--- src/rtl/core/fbss_pkg.sv ---
// ----------------------------------------------------------------------------
// fbss_pkg
// Shared types, constants and helpers for the free binding slot scanner.
// ----------------------------------------------------------------------------
package fbss_pkg;

    // Slot bitmap size and derived widths
    localparam int SLOT_COUNT  = 64;
    localparam int SLOT_W      = $clog2(SLOT_COUNT);
    localparam int GROUP_SIZE  = 8;
    localparam int GROUP_N     = SLOT_COUNT / GROUP_SIZE;
    localparam int GROUP_IDX_W = $clog2(GROUP_SIZE);
    localparam int GROUP_SEL_W = $clog2(GROUP_N);

    // Register and field widths
    localparam int MAXB_W  = 7;
    localparam int ACC_W   = 7;
    localparam int WORD_W  = 3;
    localparam int BYTE_W  = 8;

    localparam logic [MAXB_W-1:0] MAXB_RESET = 7'd16;
    localparam logic [ACC_W-1:0]  ACC_MAX    = 7'd127;
    localparam logic [WORD_W-1:0] WORD_LEN   = 3'd7;

    // Characters
    localparam logic [BYTE_W-1:0] CH_B     = 8'h62;
    localparam logic [BYTE_W-1:0] CH_I     = 8'h69;
    localparam logic [BYTE_W-1:0] CH_N     = 8'h6E;
    localparam logic [BYTE_W-1:0] CH_D     = 8'h64;
    localparam logic [BYTE_W-1:0] CH_G     = 8'h67;
    localparam logic [BYTE_W-1:0] CH_EQ    = 8'h3D;
    localparam logic [BYTE_W-1:0] CH_ZERO  = 8'h30;
    localparam logic [BYTE_W-1:0] CH_NINE  = 8'h39;
    localparam logic [BYTE_W-1:0] CH_SPACE = 8'h20;
    localparam logic [BYTE_W-1:0] CH_TAB   = 8'h09;
    localparam logic [BYTE_W-1:0] CH_CR    = 8'h0D;

    // Parser modes
    typedef enum logic [1:0] {
        MODE_SEEK    = 2'd0,
        MODE_WAIT_EQ = 2'd1,
        MODE_SKIP_WS = 2'd2,
        MODE_DIGITS  = 2'd3
    } mode_t;

    // One step of the keyword matcher
    typedef struct packed {
        logic [WORD_W-1:0] matched;
        logic              hit;
    } seek_res_t;

    // Request strobe from parser to search pipeline
    typedef struct packed {
        logic valid;
    } req_hs_t;

    function automatic logic [BYTE_W-1:0] word_char(input logic [WORD_W-1:0] idx);
        logic [BYTE_W-1:0] ch;
        case (idx)
            3'd0:    ch = CH_B;
            3'd1:    ch = CH_I;
            3'd2:    ch = CH_N;
            3'd3:    ch = CH_D;
            3'd4:    ch = CH_I;
            3'd5:    ch = CH_N;
            3'd6:    ch = CH_G;
            default: ch = '0;
        endcase
        return ch;
    endfunction

    function automatic seek_res_t seek_step(input logic [WORD_W-1:0] k,
                                            input logic [BYTE_W-1:0] c);
        seek_res_t r;
        r.hit     = 1'b0;
        r.matched = '0;
        if (k < WORD_LEN && c == word_char(k)) begin
            if (k == WORD_LEN - 3'd1) begin
                r.hit = 1'b1;
            end
            else begin
                r.matched = k + 3'd1;
            end
        end
        else if (c == CH_B) begin
            r.matched = 3'd1;
        end
        return r;
    endfunction

    function automatic logic is_space(input logic [BYTE_W-1:0] c);
        return (c == CH_SPACE) || (c >= CH_TAB && c <= CH_CR);
    endfunction

    function automatic logic is_digit(input logic [BYTE_W-1:0] c);
        return (c >= CH_ZERO) && (c <= CH_NINE);
    endfunction

endpackage

--- src/rtl/core/free_binding_slot_scanner.sv ---
// ----------------------------------------------------------------------------
// free_binding_slot_scanner
// Top level: configuration register, parser and free-slot search.
// ----------------------------------------------------------------------------
// The block takes one text byte per cycle while in_stall is low and, on the
// byte flagged last, returns one request with the highest unused binding
// number below max_bindings (found = 0 when every slot is taken). Throughput
// is one byte per clock while the input is not stalled, as the parser state
// and the used-slot bitmap are updated once per accepted byte. The report
// passes the input register, then two registered stages of the
// highest-free-bit search, then the result register. Input stalls only when
// a report is pending and all search stages are full.
// max_bindings resets to 16 and may be written at any time the block is idle.
module free_binding_slot_scanner
    import fbss_pkg::*;
(
    input  logic                  clk,
    input  logic                  rst_n,
    input  logic                  cfg_valid,
    output logic                  cfg_ready,
    input  logic [MAXB_W-1:0]     cfg_max_bindings,
    input  logic                  in_valid,
    output logic                  in_stall,
    input  logic [BYTE_W-1:0]     text_byte,
    input  logic                  is_last,
    output logic                  out_valid,
    input  logic                  out_stall,
    output logic                  found,
    output logic [SLOT_W-1:0]     free_slot
);

    logic [MAXB_W-1:0]     max_bindings_reg;
    req_hs_t               req_hs;
    logic                  req_ready;
    logic [SLOT_COUNT-1:0] req_free;

    assign cfg_ready = 1'b1;

    // Capture the slot count
    always_ff @(posedge clk or negedge rst_n)
    begin
        if (!rst_n) begin
            max_bindings_reg <= MAXB_RESET;
        end
        else if (cfg_valid && cfg_ready) begin
            max_bindings_reg <= cfg_max_bindings;
        end
    end

    fbss_parser u_parser (
        .clk          (clk),
        .rst_n        (rst_n),
        .in_valid     (in_valid),
        .in_stall     (in_stall),
        .text_byte    (text_byte),
        .is_last      (is_last),
        .max_bindings (max_bindings_reg),
        .req_hs_out   (req_hs),
        .req_ready    (req_ready),
        .req_free     (req_free)
    );

    fbss_search u_search (
        .clk       (clk),
        .rst_n     (rst_n),
        .req_hs_in (req_hs),
        .req_ready (req_ready),
        .req_free  (req_free),
        .out_valid (out_valid),
        .out_stall (out_stall),
        .found     (found),
        .free_slot (free_slot)
    );

endmodule

--- src/rtl/core/fbss_parser.sv ---
// ----------------------------------------------------------------------------
// fbss_parser
// Input register, keyword/number parser and used-slot bitmap. Emits the
// free-slot vector on the last byte of the text.
// ----------------------------------------------------------------------------
module fbss_parser
    import fbss_pkg::*;
(
    input  logic                    clk,
    input  logic                    rst_n,
    input  logic                    in_valid,
    output logic                    in_stall,
    input  logic [BYTE_W-1:0]       text_byte,
    input  logic                    is_last,
    input  logic [MAXB_W-1:0]       max_bindings,
    output req_hs_t                 req_hs_out,
    input  logic                    req_ready,
    output logic [SLOT_COUNT-1:0]   req_free
);

    logic                  s0_valid_reg;
    logic [BYTE_W-1:0]     s0_byte_reg;
    logic                  s0_last_reg;
    logic                  s0_take;

    mode_t                 mode_reg, mode_next;
    logic [WORD_W-1:0]     word_reg, word_next;
    logic [ACC_W-1:0]      acc_reg, acc_next;
    logic                  seen_reg, seen_next;
    logic [SLOT_COUNT-1:0] used_reg, used_next;

    logic                  mark_en;
    logic [ACC_W-1:0]      mark_val;
    logic [SLOT_COUNT-1:0] mark_vec;
    logic [SLOT_COUNT-1:0] used_final;
    logic [SLOT_COUNT-1:0] limit_mask;
    logic [MAXB_W-1:0]     limit;

    seek_res_t             seek_cur;
    seek_res_t             seek_new;
    logic [3:0]            digit_val;
    logic [10:0]           acc_ext;
    logic [10:0]           acc_sum;

    // Consume the held byte unless it is last and the search stage is full
    assign s0_take   = s0_valid_reg && (!s0_last_reg || req_ready);
    assign in_stall  = s0_valid_reg && !s0_take;

    assign req_hs_out.valid = s0_take && s0_last_reg;

    // Hold the incoming byte
    always_ff @(posedge clk or negedge rst_n)
    begin
        if (!rst_n) begin
            s0_valid_reg <= 1'b0;
        end
        else if (in_valid && !in_stall) begin
            s0_valid_reg <= 1'b1;
        end
        else if (s0_take) begin
            s0_valid_reg <= 1'b0;
        end
    end

    always_ff @(posedge clk)
    begin
        if (in_valid && !in_stall) begin
            s0_byte_reg <= text_byte;
            s0_last_reg <= is_last;
        end
    end

    assign seek_cur  = seek_step(word_reg, s0_byte_reg);
    assign seek_new  = seek_step('0, s0_byte_reg);
    assign digit_val = 4'(s0_byte_reg - CH_ZERO);
    assign acc_ext   = 11'(acc_reg);
    assign acc_sum   = (acc_ext << 3) + (acc_ext << 1) + 11'(digit_val);

    // Next parser state
    always_comb
    begin
        mode_next = mode_reg;
        word_next = word_reg;
        acc_next  = acc_reg;
        seen_next = seen_reg;
        mark_en   = 1'b0;
        mark_val  = acc_reg;
        case (mode_reg)
            MODE_WAIT_EQ: begin
                if (s0_byte_reg == CH_EQ) begin
                    mode_next = MODE_SKIP_WS;
                end
            end
            MODE_SKIP_WS: begin
                if (is_space(s0_byte_reg)) begin
                    mode_next = MODE_SKIP_WS;
                end
                else if (is_digit(s0_byte_reg)) begin
                    mode_next = MODE_DIGITS;
                    seen_next = 1'b1;
                    acc_next  = ACC_W'(digit_val);
                end
                else begin
                    mode_next = seek_new.hit ? MODE_WAIT_EQ : MODE_SEEK;
                    word_next = seek_new.matched;
                end
            end
            MODE_DIGITS: begin
                if (is_digit(s0_byte_reg)) begin
                    acc_next = (acc_sum > 11'(ACC_MAX)) ? ACC_MAX : ACC_W'(acc_sum);
                end
                else begin
                    mark_en   = seen_reg;
                    seen_next = 1'b0;
                    acc_next  = '0;
                    mode_next = seek_new.hit ? MODE_WAIT_EQ : MODE_SEEK;
                    word_next = seek_new.matched;
                end
            end
            default: begin
                mode_next = seek_cur.hit ? MODE_WAIT_EQ : MODE_SEEK;
                word_next = seek_cur.matched;
            end
        endcase
    end

    // Bitmap update and free-slot vector for the report
    always_comb
    begin
        for (int i = 0; i < SLOT_COUNT; i++) begin
            mark_vec[i] = (mark_en && mark_val == ACC_W'(i))
                || (s0_last_reg && mode_next == MODE_DIGITS && seen_next
                    && acc_next == ACC_W'(i));
        end
        used_final = used_reg | mark_vec;
        used_next  = used_final;
        limit      = (max_bindings > MAXB_W'(SLOT_COUNT)) ? MAXB_W'(SLOT_COUNT)
                                                          : max_bindings;
        for (int i = 0; i < SLOT_COUNT; i++) begin
            limit_mask[i] = MAXB_W'(i) < limit;
        end
        req_free = ~used_final & limit_mask;
    end

    // Advance parser state; clear it after the report
    always_ff @(posedge clk or negedge rst_n)
    begin
        if (!rst_n) begin
            mode_reg <= MODE_SEEK;
            word_reg <= '0;
            acc_reg  <= '0;
            seen_reg <= 1'b0;
            used_reg <= '0;
        end
        else if (s0_take) begin
            if (s0_last_reg) begin
                mode_reg <= MODE_SEEK;
                word_reg <= '0;
                acc_reg  <= '0;
                seen_reg <= 1'b0;
                used_reg <= '0;
            end
            else begin
                mode_reg <= mode_next;
                word_reg <= word_next;
                acc_reg  <= acc_next;
                seen_reg <= seen_next;
                used_reg <= used_next;
            end
        end
    end

endmodule

--- src/rtl/core/fbss_search.sv ---
// ----------------------------------------------------------------------------
// fbss_search
// Registered two-level search for the highest set bit of the free-slot
// vector, ending in the result register.
// ----------------------------------------------------------------------------
module fbss_search
    import fbss_pkg::*;
(
    input  logic                    clk,
    input  logic                    rst_n,
    input  req_hs_t                 req_hs_in,
    output logic                    req_ready,
    input  logic [SLOT_COUNT-1:0]   req_free,
    output logic                    out_valid,
    input  logic                    out_stall,
    output logic                    found,
    output logic [SLOT_W-1:0]       free_slot
);

    logic                          s1_valid_reg;
    logic [SLOT_COUNT-1:0]         s1_free_reg;
    logic                          s2_valid_reg;
    logic [GROUP_N-1:0]            s2_any_reg, s2_any_next;
    logic [GROUP_IDX_W-1:0]        s2_idx_reg [GROUP_N];
    logic [GROUP_IDX_W-1:0]        s2_idx_next [GROUP_N];
    logic                          out_valid_reg;
    logic                          found_reg, found_next;
    logic [SLOT_W-1:0]             slot_reg, slot_next;

    logic                          out_ready;
    logic                          s2_ready;
    logic                          s1_ready;

    assign out_ready = !out_valid_reg || !out_stall;
    assign s2_ready  = !s2_valid_reg || out_ready;
    assign s1_ready  = !s1_valid_reg || s2_ready;
    assign req_ready = s1_ready;

    // Hold the free vector
    always_ff @(posedge clk or negedge rst_n)
    begin
        if (!rst_n) begin
            s1_valid_reg <= 1'b0;
        end
        else if (s1_ready) begin
            s1_valid_reg <= req_hs_in.valid;
        end
    end

    always_ff @(posedge clk)
    begin
        if (s1_ready && req_hs_in.valid) begin
            s1_free_reg <= req_free;
        end
    end

    // Find the highest free bit within each group
    always_comb
    begin
        for (int g = 0; g < GROUP_N; g++) begin
            s2_any_next[g] = |s1_free_reg[g*GROUP_SIZE +: GROUP_SIZE];
            s2_idx_next[g] = '0;
            for (int j = 0; j < GROUP_SIZE; j++) begin
                if (s1_free_reg[g*GROUP_SIZE + j]) begin
                    s2_idx_next[g] = GROUP_IDX_W'(j);
                end
            end
        end
    end

    always_ff @(posedge clk or negedge rst_n)
    begin
        if (!rst_n) begin
            s2_valid_reg <= 1'b0;
        end
        else if (s2_ready) begin
            s2_valid_reg <= s1_valid_reg;
        end
    end

    always_ff @(posedge clk)
    begin
        if (s2_ready && s1_valid_reg) begin
            s2_any_reg <= s2_any_next;
            s2_idx_reg <= s2_idx_next;
        end
    end

    // Pick the highest group that has a free bit
    always_comb
    begin
        found_next = 1'b0;
        slot_next  = '0;
        for (int g = 0; g < GROUP_N; g++) begin
            if (s2_any_reg[g]) begin
                found_next = 1'b1;
                slot_next  = SLOT_W'({GROUP_SEL_W'(g), s2_idx_reg[g]});
            end
        end
    end

    always_ff @(posedge clk or negedge rst_n)
    begin
        if (!rst_n) begin
            out_valid_reg <= 1'b0;
        end
        else if (out_ready) begin
            out_valid_reg <= s2_valid_reg;
        end
    end

    always_ff @(posedge clk)
    begin
        if (out_ready && s2_valid_reg) begin
            found_reg <= found_next;
            slot_reg  <= slot_next;
        end
    end

    assign out_valid = out_valid_reg;
    assign found     = found_reg;
    assign free_slot = slot_reg;

endmodule

--- config.mk ---
export PLATFORM = sky130hd
export DESIGN_NAME = free_binding_slot_scanner
export DESIGN_NICKNAME = d
export VERILOG_FILES = /design/src/rtl/core/fbss_pkg.sv /design/src/rtl/core/free_binding_slot_scanner.sv /design/src/rtl/core/fbss_parser.sv /design/src/rtl/core/fbss_search.sv
export SDC_FILE = /design/constraint.sdc
export NUM_CORES = 1
export LEC_CHECK = 0
export ABC_AREA = 1
export BUFFER_PORTS_ARGS = -buffer_cell sky130_fd_sc_hd__buf_4
export CORE_ASPECT_RATIO = 1.75
export CORE_MARGIN = 5
export CORE_UTILIZATION = 30
export DETAILED_ROUTE_END_ITERATION = 8
export PLACE_DENSITY = 0.55
export SYNTH_ARGS = -nofsm -noshare
export SYNTH_HDL_FRONTEND = slang
export SYNTH_SLANG_ARGS = --single-unit
--- constraint.sdc ---
create_clock -name clk -period 3.97 [get_ports clk]
set_input_delay 0 -clock clk [delete_from_list [all_inputs] [get_ports clk]]
set_output_delay 0 -clock clk [all_outputs]
set_load 0.05 [all_outputs]
# Word level (Yosys, flattened, before mapping)

Index checks and enable logic that the tools add are counted.

Register bits after elaboration: 200
Input port bits: 21
Output and inout port bits: 10
Word-level logic and storage cells: 604

Add/sub/neg operators: 4
Magnitude comparators: 71
Eq/ne operators: 142
Muxes and demuxes: 91
Bitwise logic cells: 3
Reductions and logical operators: 250

Operators by type and width:

| cell                                                 | number |
|---|---|
| equality test 7 x 6 -> 1 bit (second input constant) | 64 |
| equality test 7 x 5 -> 1 bit (second input constant) | 32 |
| < comparator 6 x 7 -> 1 bit (first input constant)   | 32 |
| logical AND 1 bit                                    | 140 |
| equality test 7 x 4 -> 1 bit (second input constant) | 16 |
| < comparator 5 x 7 -> 1 bit (first input constant)   | 16 |
| two-way mux 2 bit                                    | 35 |
| logical OR 1 bit                                     | 69 |
| bitwise AND 64 bit                                   | 1 |
| two-way mux 64 bit                                   | 1 |
| inverter 64 bit                                      | 1 |
| bitwise OR 64 bit                                    | 1 |
| OR reduction 8 bit                                   | 8 |
| equality test 7 x 3 -> 1 bit (second input constant) | 8 |
| < comparator 4 x 7 -> 1 bit (first input constant)   | 8 |
| two-way mux 7 bit                                    | 6 |
| OR reduction 4 bit                                   | 9 |
| case mux 7 bit (5 select lines)                      | 1 |
| two-way mux 1 bit                                    | 29 |
| equality test 7 x 2 -> 1 bit (second input constant) | 4 |
| < comparator 3 x 7 -> 1 bit (first input constant)   | 4 |
| two-way mux 3 bit                                    | 9 |
| OR reduction 2 bit                                   | 11 |
| two-way mux 5 bit                                    | 4 |
| 35 further kinds                                     | 52 |

# Longest topological paths before layout

Gate-level depths: netlist of the first run.

Depth in word-level cells: 16
Mapped depth: 20
Mapped depth without buffers: 19

# Modules after synthesis

A second synthesis of the first run with hierarchy kept.

Cell total of the unflattened synthesis: 1264
Area, all modules: 10565.1 sq um

By module, submodules not included:

| module                    | times used | cells each | area each (sq um) | seq. area each (sq um) |
|---|---|---|---|---|
| fbss_parser               | 1          | 935        | 6313.6            | 2222.1 |
| fbss_search               | 1          | 297        | 3970.1            | 3168.0 |
| free_binding_slot_scanner | 1          | 32         | 281.5             | 176.4 |

# Worst setup path after synthesis of the first run

OpenSTA, ideal clock, no wires.

Kind: flip-flop to flip-flop
From: register u_search.out_valid_reg, in the netlist u_search.out_valid
To: register u_search.s1_free_reg[0], enable pin
Setup time: 0.418 ns
Arrival: 2.739 ns
Required time: 3.552 ns
Path slack: 0.813 ns
Cell stages (with the launch flop): 10
Buffers on the path: 2
Period minus slack after synthesis: 3.157 ns
Path through: dfrtp_1 > nand2_1 > nor2_1 > nand2_1 > nor2_1 > nor2_1 > nand2_1 > clkbuf_1 > clkbuf_1 > inv_1

Longest elaborated chain between the ends: 8

Ends and longest elaborated chain:

| what                     | line               | RTL |
|---|---|---|
| start: declaration       | fbss_search.sv:26  | `logic out_valid_reg;` |
| start signal: assignment | fbss_search.sv:108 | `out_valid_reg <= s2_valid_reg;` |
| logical NOT 1 bit (*)    | fbss_search.sv:34  | `assign out_ready = !out_valid_reg \|\| !out_stall;` |
| logical OR 1 bit (*)     | fbss_search.sv:34  |  |
| logical OR 1 bit (*)     | fbss_search.sv:35  | `assign s2_ready = !s2_valid_reg \|\| out_ready;` |
| logical OR 1 bit (*)     | fbss_search.sv:36  | `assign s1_ready = !s1_valid_reg \|\| s2_ready;` |
| logical OR 1 bit         | fbss_parser.sv:46  | `assign s0_take = s0_valid_reg && (!s0_last_reg \|\| req_ready);` |
| logical AND 1 bit        | fbss_parser.sv:46  |  |
| logical AND 1 bit        | fbss_parser.sv:49  | `assign req_hs_out.valid = s0_take && s0_last_reg;` |
| logical AND 1 bit (*)    | fbss_search.sv:52  | `if (s1_ready && req_hs_in.valid) begin` |
| end signal: assignment   | fbss_search.sv:53  | `s1_free_reg <= req_free;` |
| end: declaration         | fbss_search.sv:21  | `logic [SLOT_COUNT-1:0] s1_free_reg;` |

Mark *: on every way between the ends. The rest lies on a longest branch, timed or not.
A chain may end at the register's enable or synchronous reset.

# Final worst setup path of the first run

From: register u_parser.s0_byte_reg[3]
To: register u_search.s1_free_reg[60] (data pin)

Longest elaborated chain between the ends: 13
Elaborated cells between the ends (all ways): 42
Those cells by class: add/sub (2); order compare (5); eq/ne (5); mux (18); bitwise (3); reduce/logical (9)

Ends and longest elaborated chain:

| what                                                                           | line                            | RTL |
|---|---|---|
| start: declaration                                                             | fbss_parser.sv:22               | `logic [BYTE_W-1:0] s0_byte_reg;` |
| start signal: assignment                                                       | fbss_parser.sv:68               | `s0_byte_reg <= text_byte;` |
| parallel branches: the longest is 9 deep, another holds adder 11 x 4 -> 11 bit | --                              |  |
| logical OR 1 bit (*)                                                           | fbss_parser.sv:132              | `\|\| (s0_last_reg && mode_next == MODE_DIGITS && seen_next` |
| bitwise OR 64 bit (*)                                                          | fbss_parser.sv:135              | `used_final = used_reg \| mark_vec;` |
| inverter 64 bit (*)                                                            | fbss_parser.sv:142              | `req_free = ~used_final & limit_mask;` |
| bitwise AND 64 bit (*)                                                         | fbss_parser.sv:142              |  |
| via req_free[60]                                                               | free_binding_slot_scanner.sv:35 | `logic [SLOT_COUNT-1:0] req_free;` |

Mark *: on every way through the listed nets, which the timed path passes.

==> run_results.csv, run 1 <==
group,metric,value,unit
outcome,status,"finished, final reports clean",
min_path,min_path_type,"in -> async",
drt,drt-total-wl,32200,µm
global_routing,grt_use_total,0.164,
synth,syn_inst,1199,
synth,synth_top_area_share,0.313,
cells_and_area,area_growth,16.1,%
cells_and_area,drive_gt1_frac,0.158,
synth,synth_area,10700,µm²
sta,fin_worst_skew,0.0148,ns
global_routing,overflow,0,
global_routing,antenna_found_initial,0,
synth,synth_xor_area_frac,0.00489,
synth,yosys.area.top_type,"edfxtp_1",
placement,io_buffers,29,
sta,period_minus_slack,3.54,ns
synth,seq_area_frac_synth,0.518,
synth,avgSynthCellArea,8.96,µm²
sta,rsz0062_at_grt,"false",
clocking,cts_tree,"yes",
pwr,power_density,359,nW/µm²
floorplanning,fp.dieW,153,µm
placement,hpwlAfterDp,24400,µm
drt,vias,8592,
floorplanning,start_util,0.304,
synth,async_flop_share,0.440,
clocking,cts_sinks,200,
worst_setup_path,path_class,"reg -> reg",
drt,wl_per_cell,18.5,µm
drt,drtPass1Iterations,5,
worst_setup_path,critPathArrivalTime,3.76,ns
floorplanning,die_h,260,µm
synth,synth-seq-cells,200,
clocking,cts_root_buffer,"clkbuf_16",
pwr,cellLeakagePower,5.17,nW
worst_setup_path,crit_path_start_kind,"register",
cells_and_area,fin_util,0.353,
drt,drt_iter0_markers,477,
drt,ant_nets,0,
synth,synthMuxAreaShare,0,
sta,finalHoldViolCount,0,
global_routing,grt_pass1_wl,50000,µm
sta,holdWs,0.155,ns
synth,synthAdderAreaFrac,0.0200,
clocking,clock_latency,0.46,ns
synth,yosysWarnings,0,
synth,synth-simple-area-share,0.226,
sta,tightest_slew,1.06,ns
sta,slew_headroom,0.291,
placement,gp_congestion,0.887,
clocking,clkTransAtPathRegs,0.08,ns
synth,synth_cell_types,49,
sta,fin_setup_tns,0,ns
sta,fin_crit_sh,0.893,
drt,via_per_inst,4.92,
pwr,vdd_drop_max,0.000324,V
worst_setup_path,worstPathRequired,4.18,ns
synth,synthesis.nets,1236,
sta,slew_violations,0,
floorplanning,core-area,35300,µm²
sta,setup_viol,0,
floorplanning,io_pins,31,
flow_run,maxCapViolations,0,
clocking,cts_resized,0,
worst_setup_path,end_kind,"register",
sta,fmax,0.282,GHz
global_routing,grt_pass1_vias,8704,
pwr,total_power,4.48,mW
drt,drc,0,
worst_setup_path,worstPathMaxFanout,16,
synth,synth_flop_cell,"edfxtp_1",
clocking,max-clock-path-buffers,2,
clocking,ctsHtreeMaxLevel,4,
floorplanning,die_area,39900,µm²
cells_and_area,finalNetCount,1305,
synth,synth-compound-area-share,0.173,
synth,synth_top_family_by_area,"simple AND/OR/NAND/NOR gates",
worst_setup_path,worst_r2r_path_depth,18,
clocking,cts_buffers,17,
cells_and_area,antenna_cells,0,
floorplanning,fp-row-count,91,
synth,synth_edf_count,112,
global_routing,grt_max_degree,65,
synth,yosys-top-cells-area,"edfxtp_1 (31%), dfrtp_1 (20%), o21ai_0 (7.2%)",
[worst max-delay path, stage by stage (launching register included)]
cell and delay [ns]:
edfxtp_1 0.45, inv_1 0.12, fa_1 0.61, inv_1 0.06
ha_1 0.28, nand3_1 0.08, nand3_1 0.08, nand2_1 0.09
nand2_1 0.07, nand3_1 0.07, nand2_1 0.05, inv_1 0.15
nand3_1 0.12, nand2_1 0.12, nand4_2 0.16, nor2_4 0.49
nand2_1 0.16, nand2_1 0.10, nor2_1 0.04
[what timing repair did]
| item | CTS | global route |
|---|---|---|
| hold buffers | 33 | 0 |
| endpoints found under the hold margin | 80 | 0 |
| buffers inserted | 0 | 0 |
[cell usage after synthesis (5+ instances only)]
master,instances
a21oi_1,129
a21oi_2,25
buf_6,5
clkbuf_1,23
dfrtp_1,87
edfxtp_1,112
ha_1,14
inv_1,100
inv_2,5
nand2_1,168
nand2_2,10
nand2_4,10
nand3_1,52
nand3_2,20
nand4_1,11
nor2_1,170
nor2_2,9
nor2_4,16
nor3_1,11
o211ai_1,6
o21ai_0,155
o21ai_1,5
o21ai_2,5
o22ai_1,8
[report_power, final]
group          total (mW)  switching, mW  leakage [nW]  internal (mW)
sequential           2.34         0.0424          2.18           2.29
clock                1.72          0.869         0.282          0.853
combinational       0.422          0.293          2.70          0.129
[path summary, 6_finish.rpt]
kind,start,end,slack (ns)
worst max register to register,u_parser.s0_byte_reg[3],u_search.s1_free_reg[60],0.43
worst min-delay path,rst_n,max_bindings_reg[1],0.16
min in group clk,text_byte[6],u_parser.s0_byte_reg[6],0.25
worst min register to register,u_search.s2_valid_reg,u_search.out_valid,0.47
max in group asynchronous,rst_n,max_bindings_reg[4],2.86
worst max-delay path,u_parser.s0_byte_reg[3],u_search.s1_free_reg[60],0.43
[routing by layer]
| layer | vias to the layer above | GRT usage | share of wire |
|---|---|---|---|
| li1 | 4229 | - | - |
| met1 | 4072 | 0.171 | 0.37 |
| met2 | 221 | 0.309 | 0.54 |
| met3 | 70 | 0.0212 | 0.030 |
| met4 | 0 | 0.0973 | 0.061 |
| met5 | - | 0 | 0 |
[cell families after synthesis]
kind of cell / count (synthesis)
AND/OR/NAND/NOR: 490
XOR/XNOR: 6
flip-flops: 200
adder cells (fa/ha/maj): 16
other: 1
buffers and inverters: 146
AO/OA/AOI/OAI: 340
[through the flow]
stage	instance area, µm²	instances	worst slack (ns)
finish	12500	1746	0.426
global placement	11600	1681	0.461
CTS	12500	1746	0.415
detailed placement	11600	1681	0.435
global route	12500	1746	0.0416
floorplan	10700	1199	0.813
[placed cells by master (no fill, tap or decap), types with 20 or more instances in the layout]
master / instances
buf_4: 50
nand2_1: 167
a21oi_2: 25
dlygate4sd3_1: 33
o21ai_0: 155
edfxtp_1: 112
a21oi_1: 129
inv_1: 99
dfrtp_1: 87
nand3_2: 20
nand3_1: 52
nor2_1: 169
[final cells by class]
| cell class | count | area [µm²] |
|---|---|---|
| tap | 465 | 582 |
| fill | 3645 | 22800 |
| clock inverter | 13 | 139 |
| multi-input combinational | 853 | 4590 |
| sequential | 200 | 5570 |
| inverter | 113 | 448 |
| clock buffer | 19 | 443 |
| timing repair buffer | 83 | 706 |
Power figures use the tool's default switching activity.
==> run 2, diff against run 1 <==
--- a/config.mk
+++ b/config.mk
@@ -7,7 +7,7 @@
 export LEC_CHECK = 0
 export ABC_AREA = 1
 export BUFFER_PORTS_ARGS = -buffer_cell sky130_fd_sc_hd__buf_4
-export CORE_ASPECT_RATIO = 1.75
+export CORE_ASPECT_RATIO = 1.5
 export CORE_MARGIN = 5
 export CORE_UTILIZATION = 30
 export DETAILED_ROUTE_END_ITERATION = 8
==> run 2 against run 1 <==
Effect of this change:
- count of clock-buffer cells in the layout shrank 2
- via count up 2.1%
- critical endpoint unchanged
- largest power group unchanged
- sequential share of layout area grew 0.16 points
- highest routed layer unchanged
==> run_results.csv, run 2 (synthesis results as in run 1) <==
group,metric,value,unit
outcome,status,"finished, final reports clean",
min_path,min_path_type,"in -> async",
drt,vias,8776,
pwr,combPwrFrac,0.093,
cells_and_area,area_growth,15.7,%
sta,fin_worst_skew,0.00918,ns
global_routing,antenna_found_initial,0,
floorplanning,die_h,242,µm
sta,setup_viol,0,
pwr,switchingPower,1.16,mW
worst_setup_path,worst_r2r_path_depth,18,
floorplanning,die_area,39800,µm²
pwr,cellLeakagePower,5.12,nW
placement,gp_congestion,0.902,
floorplanning,fp-row-count,85,
floorplanning,fp.dieW,165,µm
sta,fin_crit_sh,0.903,
placement,hpwlAfterDp,23200,µm
global_routing,grt_pass1_vias,9096,
cells_and_area,regArea,5570,µm²
clocking,cts_sinks,200,
sta,finalHoldViolCount,0,
global_routing,grt_max_degree,75,
clocking,postCtsSetupRepairBufs,0,
sta,period_minus_slack,3.59,ns
worst_setup_path,worstPathRequired,4.18,ns
pwr,p_int,3.23,mW
clocking,cts_tree,"yes",
sta,slew_headroom,0.229,
worst_setup_path,critPathArrivalTime,3.80,ns
drt,wl_per_cell,18.0,µm
worst_setup_path,r2r-end,"u_search.s1_free_reg[60]",
global_routing,grt_use_total,0.164,
pwr,p_clk_frac,0.373,
worst_setup_path,timing.reg2reg.setup_slack,0.38,ns
cells_and_area,drive_gt1_frac,0.156,
pwr,power_density,354,nW/µm²
clocking,ctsHtreeMaxLevel,4,
worst_setup_path,crit_path_start_kind,"register",
sta,fin_setup_tns,0,ns
clocking,cts_resized,0,
cells_and_area,multi_input_area,4590,µm²
drt,via_per_inst,5.00,
cells_and_area,final_cell_mix,"nor2_1 (169), nand2_1 (168), o21ai_0 (155)",
global_routing,grt_pass1_wl,50500,µm
drt,drc,0,
clocking,cts_root_buffer,"clkbuf_16",
clocking,hold_buffers,33,
pwr,seq_power_share,0.533,
sta,fmax,0.279,GHz
floorplanning,core-area,35600,µm²
drt,drt-total-wl,31700,µm
clocking,cts_buffers,17,
worst_setup_path,end_kind,"register",
clocking,clkTransAtPathRegs,0.07,ns
global_routing,overflow,0,
drt,drtPass1Iterations,5,
worst_setup_path,worstPathMaxFanout,16,
pwr,vdd_drop_max,0.000306,V
clocking,clock_latency,0.45,ns
floorplanning,start_util,0.302,
placement,io_buffers,29,
cells_and_area,fill_cells,3642,
sta,slew_violations,0,
sta,tightest_slew,1.15,ns
floorplanning,io_pins,31,
sta,rsz0062_at_grt,"false",
cells_and_area,layout_commonest_cell,"nor2_1",
cells_and_area,fin_cells,1756,
cells_and_area,finalNetCount,1302,
pwr,swShare,0.264,
placement,placedCellCount,1691,
worst_setup_path,path_class,"reg -> reg",
cells_and_area,antenna_cells,0,
flow_run,maxCapViolations,0,
drt,ant_nets,0,
drt,drt_iter0_markers,671,
worst_setup_path,r2r-start,"u_parser.acc_reg[0]",
clocking,max-clock-path-buffers,2,
==> run 2: changes by cell type in the layout (fill, tap and decap cells not counted), sizes merged <==
cell | previous run | this run
buf | 50 | 47
clkbuf | 19 | 17
clkinv | 12 | 11
clkinvlp | 1 | 5
inv | 113 | 112
==> run 2: critical path: stages, from the launching register on <==
cell and delay [ns]:
dfrtp_1 0.46, inv_1 0.14, fa_1 0.58, inv_1 0.06
ha_1 0.28, nand3_1 0.08, nand3_1 0.08, nand2_1 0.08
nand2_1 0.07, nand3_1 0.07, nand2_1 0.05, inv_1 0.16
nand3_1 0.12, nand2_1 0.12, nand4_2 0.15, nor2_4 0.50
nand2_1 0.19, nand2_1 0.10, nor2_1 0.04
==> run 2: area by class of cell <==
class / instances / area share
flip-flops and latches: 200 / 0.448
multi-input cells: 853 / 0.369
repair buffers: 80 / 0.0550
well taps: 478 / 0.0481
inverters: 113 / 0.0360
clock buffers: 17 / 0.0342
clock inverters: 15 / 0.00977
==> run 2: per-stage QoR <==
stage | util | worst slack (ns) | hold WS (ns) | cell area [µm²] | total power, mW
floorplan | - | 0.813 | -0.296 | 10700 | 2.60
global placement | 0.324 | 0.503 | 0.110 | 11600 | 2.76
detailed placement | 0.324 | 0.424 | 0.111 | 11600 | 2.77
CTS | 0.349 | 0.406 | 0.160 | 12400 | 4.45
global route | 0.349 | 0.0919 | 0.227 | 12400 | 4.57
finish | 0.349 | 0.384 | 0.148 | 12400 | 4.39
==> run 2: worst max path at each step <==
stage,from,end,depth (start not counted)
floorplan,u_search.out_valid,u_search.s1_free_reg[0],9
global placement,u_parser.s0_byte_reg[3],u_search.s1_free_reg[57],18
detailed placement,u_parser.s0_byte_reg[3],u_search.s1_free_reg[60],18
CTS,u_parser.s0_byte_reg[3],u_search.s1_free_reg[60],18
global route,u_parser.acc_reg[0],u_search.s1_free_reg[60],18
finish,u_parser.acc_reg[0],u_search.s1_free_reg[60],18
==> run 2: power groups by stage <==
stage / clock network [mW] / logic (mW) / registers [mW]
6_report: 1.64 / 0.410 / 2.34
5_1_grt: 1.76 / 0.458 / 2.35
4_1_cts: 1.70 / 0.412 / 2.34
3_5_place_dp: 0 / 0.382 / 2.39
3_3_place_gp: 0 / 0.376 / 2.39
2_1_floorplan: 0 / 0.218 / 2.38
==> run 2: layer usage <==
metal,track usage,wire length [µm]
met1,0.184,11900
met3,0.0235,1290
met2,0.292,16600
met4,0.0955,1850
met5,0,0
